==> src/rtl/narrow_spike_channel_flagger_top_assert.svh <==
// assertion macros for the narrow spike channel flagger rtl
// expects clk and rst_n in the scope of the module that uses them
`ifndef NARROW_SPIKE_CHANNEL_FLAGGER_TOP_ASSERT_SVH
`define NARROW_SPIKE_CHANNEL_FLAGGER_TOP_ASSERT_SVH

// same-cycle implication
`define NSCF_ASSERT_NOW(label, ante, cons, msg) \
  label: assert property (@(posedge clk) disable iff (!rst_n) (ante) |-> (cons)) \
    else $error(msg);

// next-cycle implication
`define NSCF_ASSERT_NEXT(label, ante, cons, msg) \
  label: assert property (@(posedge clk) disable iff (!rst_n) (ante) |=> (cons)) \
    else $error(msg);

`endif

==> src/rtl/nscf_pkg.sv <==
// shared constants and types of the narrow spike channel flagger
// no dependencies; used by front, queue, back and top level
package nscf_pkg;

  localparam int BASELINE_SAMPLES = 4;
  localparam int SPIKE_SAMPLES    = 1;
  // older baseline starts this many channels below the tested one
  localparam int OLD_GAP          = 2;
  localparam int WIN_LEN          = 2 * BASELINE_SAMPLES + SPIKE_SAMPLES;
  localparam int LAG              = SPIKE_SAMPLES + BASELINE_SAMPLES - 1;
  localparam int PEND_LEN         = LAG + 1;

  localparam int SMP_W       = 24;
  localparam int PWR_W       = SMP_W + 1;
  localparam int SQ_W        = 2 * PWR_W;
  localparam int N_W         = $clog2(2 * BASELINE_SAMPLES);
  localparam int S_W         = PWR_W + N_W;
  localparam int Q_W         = SQ_W + N_W;
  localparam int V_W         = Q_W + N_W;
  localparam int V_LO_W      = V_W / 2;
  localparam int V_HI_W      = V_W - V_LO_W;
  localparam int DD_W        = 2 * S_W;
  localparam int SIGMA_W     = 4;
  localparam int SIG2_W      = 2 * SIGMA_W;
  localparam int SV_W        = V_W + SIG2_W;
  localparam int SIGMA_RESET = 5;

  localparam int WIN_IW  = $clog2(WIN_LEN);
  localparam int P_W     = $clog2(PEND_LEN);
  localparam int CNT_W   = $clog2(PEND_LEN + 1);
  localparam int SEEN_W  = $clog2(WIN_LEN + 1);

  localparam int QUEUE_DEPTH = 2;

  localparam int IN_TDATA_W  = 2 * SMP_W;
  localparam int OUT_TDATA_W = 8;

  // one channel handed from the front to the back
  typedef struct packed {
    logic [PWR_W-1:0]  x;
    logic [SQ_W-1:0]   sq;
    logic              flag;
    logic              last;
    logic [SEEN_W-1:0] seen;
    logic [CNT_W-1:0]  count;
    logic [P_W-1:0]    first_p;
  } nscf_job_t;

  // one result word
  typedef struct packed {
    logic flag;
    logic spike;
    logic last;
  } nscf_res_t;

endpackage

==> src/rtl/nscf_front.sv <==
// front end: accepts channel words, sums the powers and plans the results
// depends on nscf_pkg
module nscf_front (
  input  logic                             clk,
  input  logic                             rst_n,
  input  logic                             in_tvalid,
  output logic                             in_tready,
  input  logic [nscf_pkg::IN_TDATA_W-1:0]  in_tdata,
  input  logic                             in_tuser,
  input  logic                             in_tlast,
  output logic                             job_valid,
  input  logic                             job_ready,
  output nscf_pkg::nscf_job_t              job
);
  import nscf_pkg::*;

  logic              in_acc;
  logic              s1_valid_r;
  logic [PWR_W-1:0]  x_r;
  logic              flag_r;
  logic              last_r;
  logic [SEEN_W-1:0] job_seen_r;
  logic [CNT_W-1:0]  count_r;
  logic [P_W-1:0]    first_p_r;
  logic [SEEN_W-1:0] seen_r;
  logic [SEEN_W-1:0] seen_nxt;
  logic [SEEN_W-1:0] top_full;
  logic [P_W-1:0]    top;
  logic [SQ_W-1:0]   sq;

  assign in_tready = !s1_valid_r || job_ready;
  assign in_acc    = in_tvalid && in_tready;

  // channel count of the dump, saturating at the window length
  assign seen_nxt = (seen_r < SEEN_W'(WIN_LEN)) ? seen_r + 1'b1 : seen_r;
  assign top_full = seen_nxt - 1'b1;
  assign top      = (top_full > SEEN_W'(LAG)) ? P_W'(LAG) : top_full[P_W-1:0];

  always_ff @(posedge clk) begin
    if (!rst_n) begin
      s1_valid_r <= 1'b0;
      seen_r     <= '0;
    end else begin
      if (in_acc) begin
        s1_valid_r <= 1'b1;
        seen_r     <= in_tlast ? '0 : seen_nxt;
      end else if (job_ready) begin
        s1_valid_r <= 1'b0;
      end
    end
  end

  always_ff @(posedge clk) begin
    if (in_acc) begin
      x_r        <= PWR_W'(in_tdata[SMP_W-1:0]) + PWR_W'(in_tdata[2*SMP_W-1:SMP_W]);
      flag_r     <= in_tuser;
      last_r     <= in_tlast;
      job_seen_r <= seen_nxt;
      if (in_tlast) begin
        // flush the whole tail of the dump
        count_r   <= CNT_W'(top) + 1'b1;
        first_p_r <= top;
      end else if (seen_nxt > SEEN_W'(LAG)) begin
        count_r   <= CNT_W'(1);
        first_p_r <= P_W'(LAG);
      end else begin
        count_r   <= '0;
        first_p_r <= '0;
      end
    end
  end

  assign sq = SQ_W'(x_r) * SQ_W'(x_r);

  assign job_valid   = s1_valid_r;
  assign job.x       = x_r;
  assign job.sq      = sq;
  assign job.flag    = flag_r;
  assign job.last    = last_r;
  assign job.seen    = job_seen_r;
  assign job.count   = count_r;
  assign job.first_p = first_p_r;

endmodule

==> config.mk <==
export PLATFORM = sky130hd
export DESIGN_NAME = nscf_front
export DESIGN_NICKNAME = d
export VERILOG_FILES = /design/src/rtl/narrow_spike_channel_flagger_top_assert.svh /design/src/rtl/nscf_pkg.sv /design/src/rtl/nscf_front.sv
export SDC_FILE = /design/constraint.sdc
export NUM_CORES = 1
export LEC_CHECK = 0
export BUFFER_PORTS_ARGS = -buffer_cell sky130_fd_sc_hd__buf_2
export CORE_MARGIN = 3
export CORE_UTILIZATION = 45
export DETAILED_ROUTE_END_ITERATION = 10
export SLEW_MARGIN = 5
export SYNTH_ARGS = -nofsm -noshare
export SYNTH_HDL_FRONTEND = slang
export SYNTH_SLANG_ARGS = --single-unit
==> constraint.sdc <==
create_clock -name clk -period 8.8 [get_ports clk]
set_input_delay 1.76 -clock clk [delete_from_list [all_inputs] [get_ports clk]]
set_output_delay 1.76 -clock clk [all_outputs]
set_load 0.01 [all_outputs]
==> impl_metrics.ini <==
[yosys]
synth_edf_count = 37
ys_ff_latch = 42
postSynthAreaPerCell_um2 = 9.06
yosys_warnings = 0
syn-num-nets = 3039
synthesis.area_um2 = 20900
synth_flop_cell = edfxtp_1
synth_seq_area_share_pct = 5.81
ys_types = 68
async_flop_share_pct = 0
syn_inst = 2302

[detailed_routing]
drt_iter0_markers = 763
drc = 0
routedWlPerCell_um = 18.4
vias_per_cell = 5.07
first_pass_iters = 5
totalWireLength_mm = 58.4
dr_total_vias = 16100
ant_nets = 0

[layout]
final_common_cell = inv_1
drive_above_1_share_pct = 22.1
final_cell_mix = inv_1, fa_1, ha_1, nand2_1, buf_4
final_nets = 3306
area_delta_synth_final_pct = 20.0

[critical_path]
worst-setup-path-type = flip-flop to primary output
crit_path_end_kind = primary output
cp-startpoint = x_r[15]
cp_max_fo = 7
cp.arrival_ns = 7.05
r2r_start = seen_r[0]
worst_setup_path_start_kind = flip-flop
required_ns = 7.04

[cts]
htreeDepth = 2
clock_latency_ns = 0.30
clock-sinks = 42
clk_pin_slew_ns = 0.07
cts-root-buf = clkbuf_16
cts-buffers-inserted = 5
cts_tree = done
cts_max_path_buffers = 2

[outcome]
violations = setup timing
status = complete, but fails checks

[floorplan]
die_h_um = 221
io_pins = 143
core_region_area_um2 = 45600
die_area_um2 = 49000
rows = 78
die_w_um = 221
initial_utilization_pct = 45.8

[timing]
worst_pin_slew_ns = 0.639
period_share_pct = 100
hold_viol_final = 0
final_max_slew_viol_count = 0
fin_worst_skew_ns = 0.00667
fmax_mhz = 114
rsz0062_at_grt = yes
layout_setup_ws_ns = -0.00708
finalSetupTns_ns = -0.00708
setup_violations = 1
relSlewSlack_pct = 57.2
period_minus_slack_ns = 8.81

[job]
cap_violations = 0

[global_route]
grt_antenna_before_repair = 0
grt_start_max_net_pins = 38
grtUsageTotal_pct = 23.9
grt_pass1_vias = 17700
grt_overflow = 0
grt_pass1_wl_mm = 93.1

[placed_design]
place_ws_ns = -0.0154
place.gp.congestion = 0.936
io_buffer_count = 141
dp_hpwl_mm = 48.6

[min_path]
hp-start = job_valid
min_path_type = flip-flop to flip-flop
-- timing repair --
item | CTS | global route
setup buffers | 38 | 36
hold buffers | 0 | 0
pin swaps | 75 | 85
cloned | 2 | 3
endpoints found under the setup margin | 23 | 25
gates resized for setup | 124 | 178
-- critical path: stages, from the launching register on --
cell	delay, ns
edfxtp_1	0.42
buf_4	0.16
buf_6	0.13
buf_6	0.12
nand2_4	0.05
fa_1	0.45
buf_4	0.16
fa_1	0.52
inv_2	0.05
fa_1	0.56
fa_1	0.46
fa_2	0.49
fa_1	0.51
inv_1	0.05
fa_1	0.52
inv_2	0.06
ha_4	0.27
nand4_1	0.15
nor3_2	0.20
a221o_1	0.23
a31oi_4	0.05
o21ai_4	0.11
a22oi_2	0.12
a221o_1	0.35
o31a_1	0.30
xnor2_1	0.13
buf_2	0.15
-- path summary, 6_finish.rpt --
check | slack (ns) | to | depth (start not counted)
min | 0.55 | job_valid | 2
max | -0.007 | job[60] | 26
min reg2reg | 0.55 | job_valid | 2
max reg2reg | 5.89 | count_r[1] | 12
-- Yosys cell counts (all sizes together) (9+ instances only) --
library cell,count,area [µm²]
clkbuf,67,251
a21o,49,368
nand4,13,87.6
o21ai,42,214
a31oi,9,56.3
xor2,24,210
nand3,17,85.1
fa,468,9370
nor2b,11,68.8
and2,135,845
o21bai,11,82.6
nor2,69,259
nand2,196,736
buf,11,65.1
nor3,10,50.1
a21oi,86,438
edfxtp,37,1110
ha,215,2690
inv,690,2590
xnor2,58,508
-- per-stage QoR --
step                      hold WS, ns  std cells  utilization (%)  instance area [µm²]
after floorplan                 0.519       2302                -                20900
after global routing            0.614       3170             54.9                25000
after CTS                       0.560       3136             52.8                24100
after detailed placement        0.544       3088             50.6                23100
after global placement          0.515       3088             50.6                23100
final                           0.552       3171             54.9                25000
-- kinds of logic after synthesis --
logic type / share of synthesized area (%)
AOI/OAI and AO/OA: 7.79
xor gates and xnor gates: 3.44
adders and majority gates: 57.8
buffers and inverters: 14.0
DFF: 5.81
muxes: 0.156
other: 0.0180
and+or+nand+nor: 11.0
-- final cells by class --
| cell class | instances | area, µm² |
|---|---|---|
| timing repair buffer | 338 | 2670 |
| antenna | 1 | 2.50 |
| clock buffer | 5 | 125 |
| multi-input combinational | 1491 | 17600 |
| tap | 600 | 751 |
| clock inverter | 3 | 23.8 |
| sequential | 42 | 1210 |
| inverter | 691 | 2610 |
| fill | 4138 | 20500 |
-- layer usage --
layer	global-route usage, %	vias up	routed length (µm)
met2	44.3	472	31100
met3	2.83	92	3170
met4	6.04	0	1700
met5	0	-	0
li1	-	7345	-
met1	29.7	8162	22500
-- registers in the layout, summed over array words and instances (netlist names) --
signal and count:
flag_r 1, seen_r 4, x_r 25, last_r 1, job_seen_r 4, job_valid 1, count_r 3, first_p_r 3
Power is not shown: default switching activity piles up to over one toggle a cycle in this logic, so the estimate is an artifact.
