### src/rtl/narrow_spike_channel_flagger_top_assert.svh
// assertion macros for the narrow spike channel flagger rtl
// expects clk and rst_n in the scope of the module that uses them
`ifndef NARROW_SPIKE_CHANNEL_FLAGGER_TOP_ASSERT_SVH
`define NARROW_SPIKE_CHANNEL_FLAGGER_TOP_ASSERT_SVH

// same-cycle implication
`define NSCF_ASSERT_NOW(label, ante, cons, msg) \
  label: assert property (@(posedge clk) disable iff (!rst_n) (ante) |-> (cons)) \
    else $error(msg);

// next-cycle implication
`define NSCF_ASSERT_NEXT(label, ante, cons, msg) \
  label: assert property (@(posedge clk) disable iff (!rst_n) (ante) |=> (cons)) \
    else $error(msg);

`endif

### src/rtl/nscf_pkg.sv
// shared constants and types of the narrow spike channel flagger
// no dependencies; used by front, queue, back and top level
package nscf_pkg;

  localparam int BASELINE_SAMPLES = 4;
  localparam int SPIKE_SAMPLES    = 1;
  // older baseline starts this many channels below the tested one
  localparam int OLD_GAP          = 2;
  localparam int WIN_LEN          = 2 * BASELINE_SAMPLES + SPIKE_SAMPLES;
  localparam int LAG              = SPIKE_SAMPLES + BASELINE_SAMPLES - 1;
  localparam int PEND_LEN         = LAG + 1;

  localparam int SMP_W       = 24;
  localparam int PWR_W       = SMP_W + 1;
  localparam int SQ_W        = 2 * PWR_W;
  localparam int N_W         = $clog2(2 * BASELINE_SAMPLES);
  localparam int S_W         = PWR_W + N_W;
  localparam int Q_W         = SQ_W + N_W;
  localparam int V_W         = Q_W + N_W;
  localparam int V_LO_W      = V_W / 2;
  localparam int V_HI_W      = V_W - V_LO_W;
  localparam int DD_W        = 2 * S_W;
  localparam int SIGMA_W     = 4;
  localparam int SIG2_W      = 2 * SIGMA_W;
  localparam int SV_W        = V_W + SIG2_W;
  localparam int SIGMA_RESET = 5;

  localparam int WIN_IW  = $clog2(WIN_LEN);
  localparam int P_W     = $clog2(PEND_LEN);
  localparam int CNT_W   = $clog2(PEND_LEN + 1);
  localparam int SEEN_W  = $clog2(WIN_LEN + 1);

  localparam int QUEUE_DEPTH = 2;

  localparam int IN_TDATA_W  = 2 * SMP_W;
  localparam int OUT_TDATA_W = 8;

  // one channel handed from the front to the back
  typedef struct packed {
    logic [PWR_W-1:0]  x;
    logic [SQ_W-1:0]   sq;
    logic              flag;
    logic              last;
    logic [SEEN_W-1:0] seen;
    logic [CNT_W-1:0]  count;
    logic [P_W-1:0]    first_p;
  } nscf_job_t;

  // one result word
  typedef struct packed {
    logic flag;
    logic spike;
    logic last;
  } nscf_res_t;

endpackage

### src/rtl/nscf_fifo.sv
// short queue of planned channels between front and back
// depends on nscf_pkg
module nscf_fifo (
  input  logic                clk,
  input  logic                rst_n,
  input  logic                push_valid,
  output logic                push_ready,
  input  nscf_pkg::nscf_job_t push_job,
  output logic                pop_valid,
  input  logic                pop_ready,
  output nscf_pkg::nscf_job_t pop_job
);
  import nscf_pkg::*;

  localparam int PTR_W  = $clog2(QUEUE_DEPTH);
  localparam int FILL_W = $clog2(QUEUE_DEPTH + 1);

  nscf_job_t         mem_r [QUEUE_DEPTH];
  logic [PTR_W-1:0]  wr_ptr_r;
  logic [PTR_W-1:0]  rd_ptr_r;
  logic [FILL_W-1:0] fill_r;
  logic              push;
  logic              pop;

  assign push_ready = fill_r != FILL_W'(QUEUE_DEPTH);
  assign pop_valid  = fill_r != '0;
  assign pop_job    = mem_r[rd_ptr_r];
  assign push       = push_valid && push_ready;
  assign pop        = pop_valid && pop_ready;

  always_ff @(posedge clk) begin
    if (!rst_n) begin
      wr_ptr_r <= '0;
      rd_ptr_r <= '0;
      fill_r   <= '0;
    end else begin
      if (push) begin
        wr_ptr_r <= (wr_ptr_r == PTR_W'(QUEUE_DEPTH - 1)) ? '0 : wr_ptr_r + 1'b1;
      end
      if (pop) begin
        rd_ptr_r <= (rd_ptr_r == PTR_W'(QUEUE_DEPTH - 1)) ? '0 : rd_ptr_r + 1'b1;
      end
      case ({push, pop})
        2'b10:   fill_r <= fill_r + 1'b1;
        2'b01:   fill_r <= fill_r - 1'b1;
        default: fill_r <= fill_r;
      endcase
    end
  end

  always_ff @(posedge clk) begin
    if (push) begin
      mem_r[wr_ptr_r] <= push_job;
    end
  end

endmodule

### config.mk
export PLATFORM = sky130hd
export DESIGN_NAME = nscf_fifo
export DESIGN_NICKNAME = d
export VERILOG_FILES = /design/src/rtl/narrow_spike_channel_flagger_top_assert.svh /design/src/rtl/nscf_pkg.sv /design/src/rtl/nscf_fifo.sv
export SDC_FILE = /design/constraint.sdc
export NUM_CORES = 1
export LEC_CHECK = 0
export BUFFER_PORTS_ARGS = -buffer_cell sky130_fd_sc_hd__buf_4
export CORE_MARGIN = 5
export CORE_UTILIZATION = 56
export DETAILED_ROUTE_END_ITERATION = 7
export GPL_TIMING_DRIVEN = 0
export HOLD_SLACK_MARGIN = 0.15
export PLACE_DENSITY = 0.83
export SLEW_MARGIN = 20
export SYNTH_ARGS = -nofsm -noshare
export SYNTH_HDL_FRONTEND = slang
export SYNTH_SLANG_ARGS = --single-unit
export TNS_END_PERCENT = 10
### constraint.sdc
create_clock -name clk -period 10 [get_ports clk]
set_clock_uncertainty 0.05 [all_clocks]
set_input_delay 0 -clock clk [delete_from_list [all_inputs] [get_ports clk]]
set_output_delay 0 -clock clk [all_outputs]
set_load 0.01 [all_outputs]
==> results of run 1 <==
## power groups by stage
| stage | Sequential, mW | Combinational [mW] | Clock [mW] |
|---|---|---|---|
| finish | 0.980 | 0.685 | 0.645 |
| global route | 0.988 | 0.725 | 0.693 |
| CTS | 0.976 | 0.684 | 0.651 |
| detailed placement | 0.990 | 0.646 | 0 |
| global placement | 0.994 | 0.623 | 0 |
| floorplan | 0.987 | 0.349 | 0 |
## final cells by class
class	count	area [um2]	area share
flip-flops and latches	179	5330	0.557
repair buffers	271	2290	0.240
multi-input cells	105	1120	0.117
clock buffers	19	433	0.0452
well taps	143	179	0.0187
clock inverters	13	141	0.0148
plain buffers	10	75.1	0.00785
inverters	1	6.26	0.000654
## placed cells by master, fill, tap and decap left out, types with 2 or more instances in the layout
cell type | synthesis | final
buf_6 | 4 | 4
clkbuf_16 | 0 | 17
buf_4 | 0 | 179
xnor2_1 | 3 | 3
nor2b_1 | 2 | 2
dlygate4sd3_1 | 0 | 90
clkinv_2 | 0 | 4
mux2_2 | 87 | 87
bufinv_16 | 0 | 3
clkbuf_1 | 0 | 2
clkinv_1 | 0 | 4
edfxtp_1 | 174 | 174
dfxtp_1 | 5 | 5
buf_2 | 6 | 6
## registers in the layout, summed over array words and instances (netlist names), named ones only
name      cells
rd_ptr_r      1
mem_r       174
fill_r        2
wr_ptr_r      1
## per-stage QoR
step                      setup slack (ns)   util  hold WS [ns]
after floorplan                       6.77      -        0.0489
after global placement                5.78  0.704         0.135
after detailed placement              7.96  0.709         0.138
after CTS                             7.94  0.838         0.240
after global routing                  7.79  0.838         0.248
final                                 7.92  0.838         0.259
## routing by layer
| layer | GRT usage | up-vias | wire [um] |
|---|---|---|---|
| met5 | 0 | - | 0 |
| met4 | 0.0796 | 0 | 335 |
| met3 | 0.0634 | 25 | 881 |
| met2 | 0.412 | 172 | 8610 |
| met1 | 0.266 | 1903 | 5820 |
| li1 | - | 1750 | - |
## worst register-to-register path, delay by kind of cell, from the launching register on
| family | cells | cell delay [ns] |
|---|---|---|
| AND/OR/NAND/NOR | 2 | 0.41 |
| flip-flops | 1 | 0.43 |
| buffers and inverters | 2 | 0.84 |
## cells by family (layout without fill, tap and decap cells)
kind of cell,after synthesis,count (layout)
mux,87,87
fa+ha+maj,1,1
xor+xnor,3,3
flops,179,179
simple gates,9,9
buf+inv,11,314
compound gates,5,5
## path summary, 6_finish.rpt
| check | to | slack, ns | cells past startpoint |
|---|---|---|---|
| setup / recovery | mem_r[0][81] | 7.92 | 4 |
| hold / removal | mem_r[0][84] | 0.26 | 2 |
| setup reg to reg | mem_r[0][81] | 7.92 | 4 |
| hold reg to reg | flip-flop | 0.53 | 2 |
## cells in the mapped netlist (all sizes together) (2+ instances only)
| cell | instances |
|---|---|
| xnor2 | 3 |
| edfxtp | 174 |
| a21boi | 2 |
| nor2b | 2 |
| mux2 | 87 |
| buf | 10 |
| dfxtp | 5 |
==> impl_metrics.tcl, run 1 <==
set metrics [dict create \
    status "completed" \
    worst-path-max-fanout 49 \
    drt_iter0_drc 220 \
    clockPowerShare 0.279 \
    cp_cell_sequence "nand2b_1 > nand3b_1 > inv_4 > buf_12" \
    total_power_mw 2.31 \
    cts-buffers-inserted 17 \
    p_switching_uw 611 \
    cp-end-kind "flip-flop" \
    fin_crit_sh 0.208 \
    syn_avg_cell_area_um2 22.1 \
    diodes 0 \
    grt_antenna_before_repair 0 \
    synth_edf_count 174 \
    dp_hpwl_um 8900 \
    dp_cells 619 \
    io_pins 180 \
    ys_types 21 \
    drtPass1Iterations 4 \
    die_x_um 118 \
    cap_violations 0 \
    gp_congestion 0.737 \
    grt_max_degree 50 \
    ys_async_sr_fraction 0 \
    wl_per_cell_um 21.1 \
    max_stage_delay_ns 0.52 \
    required_ns 10.05 \
    post_cts_buffers 0 \
    power.share.switching 0.265 \
    totalWireLength_um 15700 \
    cts_tree "yes" \
    hp-start "push_job[84]" \
    clockBufferDepth 2 \
    p_int_mw 1.70 \
    fillers 509 \
    synth_flop_cell "edfxtp_1" \
    synth-adder-area-share 0.00192 \
    cts_resized 0 \
    powerDensity_mw_per_mm2 241 \
    max_slew.worst_pin.slew_ns 0.656 \
    p_seq_frac 0.424 \
    synth-xor-area-share 0.00403 \
    grt-ovfl-total 0 \
    yosys_warnings 0 \
    synthMuxAreaShare 0.150 \
    synth_top_family_by_area "multiplexers" \
    pwr-share-comb 0.297 \
    dieHeight_um 118 \
    worstSetupStartpointType "flip-flop" \
    syn_nets 387 \
    post_dp_cell_area_mm2 0.00809 \
    synthTopCellsByArea "edfxtp_1 80%, mux2_2 15%, dfxtp_1 1.5%" \
    max-slew-margin-rel 0.563 \
    nNetsFinal 677 \
    drv_slew 0 \
    worst-setup-path-type "reg2reg" \
    rsz0062_at_grt "false" \
    drc_errors 0 \
    port_buffers 179 \
    synth_seq_cells 179 \
    start_util 0.571 \
    grt_pass1_vias 4320 \
    crit_arrival_ns 2.13 \
    synth_area_leader_cell "edfxtp_1" \
    synth_top_area_share 0.802 \
    htree_levels 4 \
    track_usage 0.230 \
    area_growth_pct 46.9 \
    peakVddDrop_mv 0.173 \
    r2r_start "fill_r[0]" \
    final_area_mm2 0.00957 \
    hold_path.class "in2reg" \
    fin_setup_tns_ns 0 \
    max_freq_ghz 0.481 \
    cp-startpoint "fill_r[0]" \
    drtAntennaViolNets 0 \
    holdBufCountCts 90 \
    syn_inst 295 \
    layout-drive-gt1-share 0.515 \
    vias 3850 \
    setup_viol 0 \
    yosys.area_share.simple 0.00845 \
    crit_buf_inv 2 \
    leakage_nw 3.63 \
    viasPerCell 5.20 \
    rows 39 \
    post-route-min-period_ns 2.08 \
    syn_area_mm2 0.00651 \
    dieArea_mm2 0.0139 \
    critPathSlowestCell "inv_4" \
    finalNonFillerCells 741 \
    synth-compound-area-share 0.00576 \
    cpLargestDelayFamily "buffers and inverters" \
    grt_pass1_wl_um 24400 \
    hold_viol_final 0 \
    cts.sinks 179 \
    clk_latency_ns 0.41 \
    root_buffer "clkbuf_16" \
    clk_pin_slew_ns 0.06 \
    ys_seq_area_frac 0.817 \
    core_mm2 0.0114 \
]
Note: power is estimated with default switching activity, not from simulation.
==> inputs of run 2 (changes only) <==
CORE_UTILIZATION = 47   (was 56)
PLACE_DENSITY = 0.74   (was 0.83)
clock period = 1.67 ns   (was 10 ns; I/O delays follow)
==> run 2 against run 1 <==
Against the previous run: the flow now finishes with violations (negative setup slack); first-iteration DRC count decreased by 42%; global-route usage down 5.3 points; utilization down 9.8 points; cell count up 6.9%; critical path depth up 1; routed wire length down 3.3%; non-clock buffer count up 12; power rose to 6.4 times the previous value; count of clock-buffer cells in the layout shrank 1; worst setup slack lost 7.9 ns; via count is 0.94% lower; die area is 17% higher; largest cell class unchanged.
==> impl_metrics.tcl, run 2 (synthesis gave the netlist of run 1 again) <==
set metrics [dict create \
    setup_viol 7 \
    dieArea_mm2 0.0163 \
    largest_reg_flops 174 \
    max-slew-margin-rel 0.642 \
    drtAntennaViolNets 0 \
    grt-ovfl-total 0 \
    clockBufferDepth 2 \
    start_util 0.475 \
    hp-start "push_job[39]" \
    reg.largest.list "mem_r x174, fill_r x2" \
    io_pins 180 \
    cp-end-kind "output pin" \
    clk_latency_ns 0.42 \
    powerDensity_mw_per_mm2 1460 \
    port_buffers 179 \
    max_freq_ghz 0.595 \
    clk_pin_slew_ns 0.07 \
    crit_buf_inv 4 \
    root_buffer "clkbuf_16" \
    p_seq_frac 0.396 \
    whs_ns 0.258 \
    nNetsFinal 691 \
    fillers 787 \
    peakVddDrop_mv 0.940 \
    cpLargestDelayFamily "buffers and inverters" \
    dp_cells 658 \
    top_register "mem_r" \
    die_x_um 128 \
    status "finished, violations left" \
    critPathSlowestCell "dfxtp_2" \
    dieHeight_um 128 \
    p_switching_mw 3.87 \
    viasPerCell 4.82 \
    p_int_mw 10.9 \
    multiInputGateArea_mm2 0.00125 \
    required_ns 1.62 \
    cts.sinks 179 \
    drt_iter0_drc 128 \
    cts_tree "yes" \
    final_cell_mix "174 x edfxtp_1, 152 x buf_4, 91 x dlygate4sd3_1" \
    grt_pass1_wl_um 21900 \
    max_slew.worst_pin.slew_ns 0.537 \
    post_dp_cell_area_mm2 0.00820 \
    rows 43 \
    cp_cell_sequence "buf_8 > buf_12 > clkbuf_16 > mux2_4 > buf_6" \
    hold_viol_final 0 \
    crit_arrival_ns 1.63 \
    fin_util 0.740 \
    pwr-share-comb 0.337 \
    layout-drive-gt1-share 0.535 \
    htree_levels 4 \
    worst_slack_ns -0.00969 \
    hold_path.class "in2reg" \
    final_common_cell "edfxtp_1" \
    gp_congestion 0.721 \
    power.share.switching 0.261 \
    place_ws_ns -0.214 \
    max_stage_delay_ns 0.33 \
    core_mm2 0.0137 \
    totalWireLength_um 15100 \
    track_usage 0.178 \
    area_growth_pct 55.9 \
    grt_max_degree 45 \
    grt_pass1_vias 4116 \
    grt_antenna_before_repair 0 \
    fin_crit_sh 1.01 \
    worst-setup-path-type "reg2out" \
    finalNonFillerCells 792 \
    final_area_mm2 0.0102 \
    r2r_start "fill_r[0]" \
    drc_errors 0 \
    drtPass1Iterations 4 \
    regArea_mm2 0.00533 \
    vias 3814 \
    worst-path-max-fanout 8 \
    drv_slew 0 \
    violations "negative setup slack" \
    rsz0062_at_grt "true" \
    worstSetupStartpointType "flip-flop" \
    post-route-min-period_ns 1.68 \
    leakage_nw 3.90 \
    cts-buffers-inserted 17 \
    dp_hpwl_um 8350 \
    clockPowerShare 0.267 \
    wl_per_cell_um 19.1 \
    cap_violations 0 \
]
==> run 2: per-layer routing <==
metal,GRT usage,up-vias,part of all wire
met4,0.0568,0,0.012
met3,0.0521,17,0.056
met1,0.203,1871,0.38
li1,-,1787,-
met5,0,-,0
met2,0.320,139,0.55
==> run 2: area by class of cell <==
type / count / share of cell area
Sequential cell: 179 / 0.525
Tap cell: 180 / 0.0222
Clock inverter: 13 / 0.0156
Clock buffer: 18 / 0.0423
Timing Repair Buffer: 283 / 0.257
Inverter: 1 / 0.000739
Buffer: 10 / 0.0131
Antenna cell: 1 / 0.000246
Multi-Input combinational cell: 107 / 0.124
==> run 2: final timing paths <==
| kind | end | slack [ns] | depth (start not counted) |
|---|---|---|---|
| setup / recovery | pop_job[52] | -0.01 | 5 |
| hold / removal | mem_r[1][39] | 0.26 | 2 |
| setup reg to reg | fill_r[1] | 0.06 | 5 |
| hold reg to reg | rd_ptr_r | 0.51 | 2 |
==> run 2: repair_timing <==
action | in CTS | in global routing
setup endpoints to repair | 150 | 122
resized for setup | 5 | 80
hold buffers | 91 | 0
hold endpoints to repair | 189 | 0
pin swaps | 1 | 0
buffers inserted | 2 | 3
cloned | 2 | 4
==> run 2: metrics by stage <==
step / setup TNS, ns / total power [mW]
floorplan: -99.15 / 8.00
global placement: -205.47 / 9.70
detailed placement: -11.68 / 9.85
CTS: -4.02 / 14.1
global route: -3.23 / 15.4
finish: -0.0290 / 14.8
==> run 2: power by group through the flow <==
stage | sequential (mW) | clock, mW | combinational [mW]
after CTS | 5.84 | 4.01 | 4.23
after detailed placement | 5.92 | 0 | 3.93
after floorplan | 5.89 | 0 | 2.11
final | 5.86 | 3.95 | 4.99
after global placement | 5.93 | 0 | 3.77
after global routing | 5.91 | 4.24 | 5.29
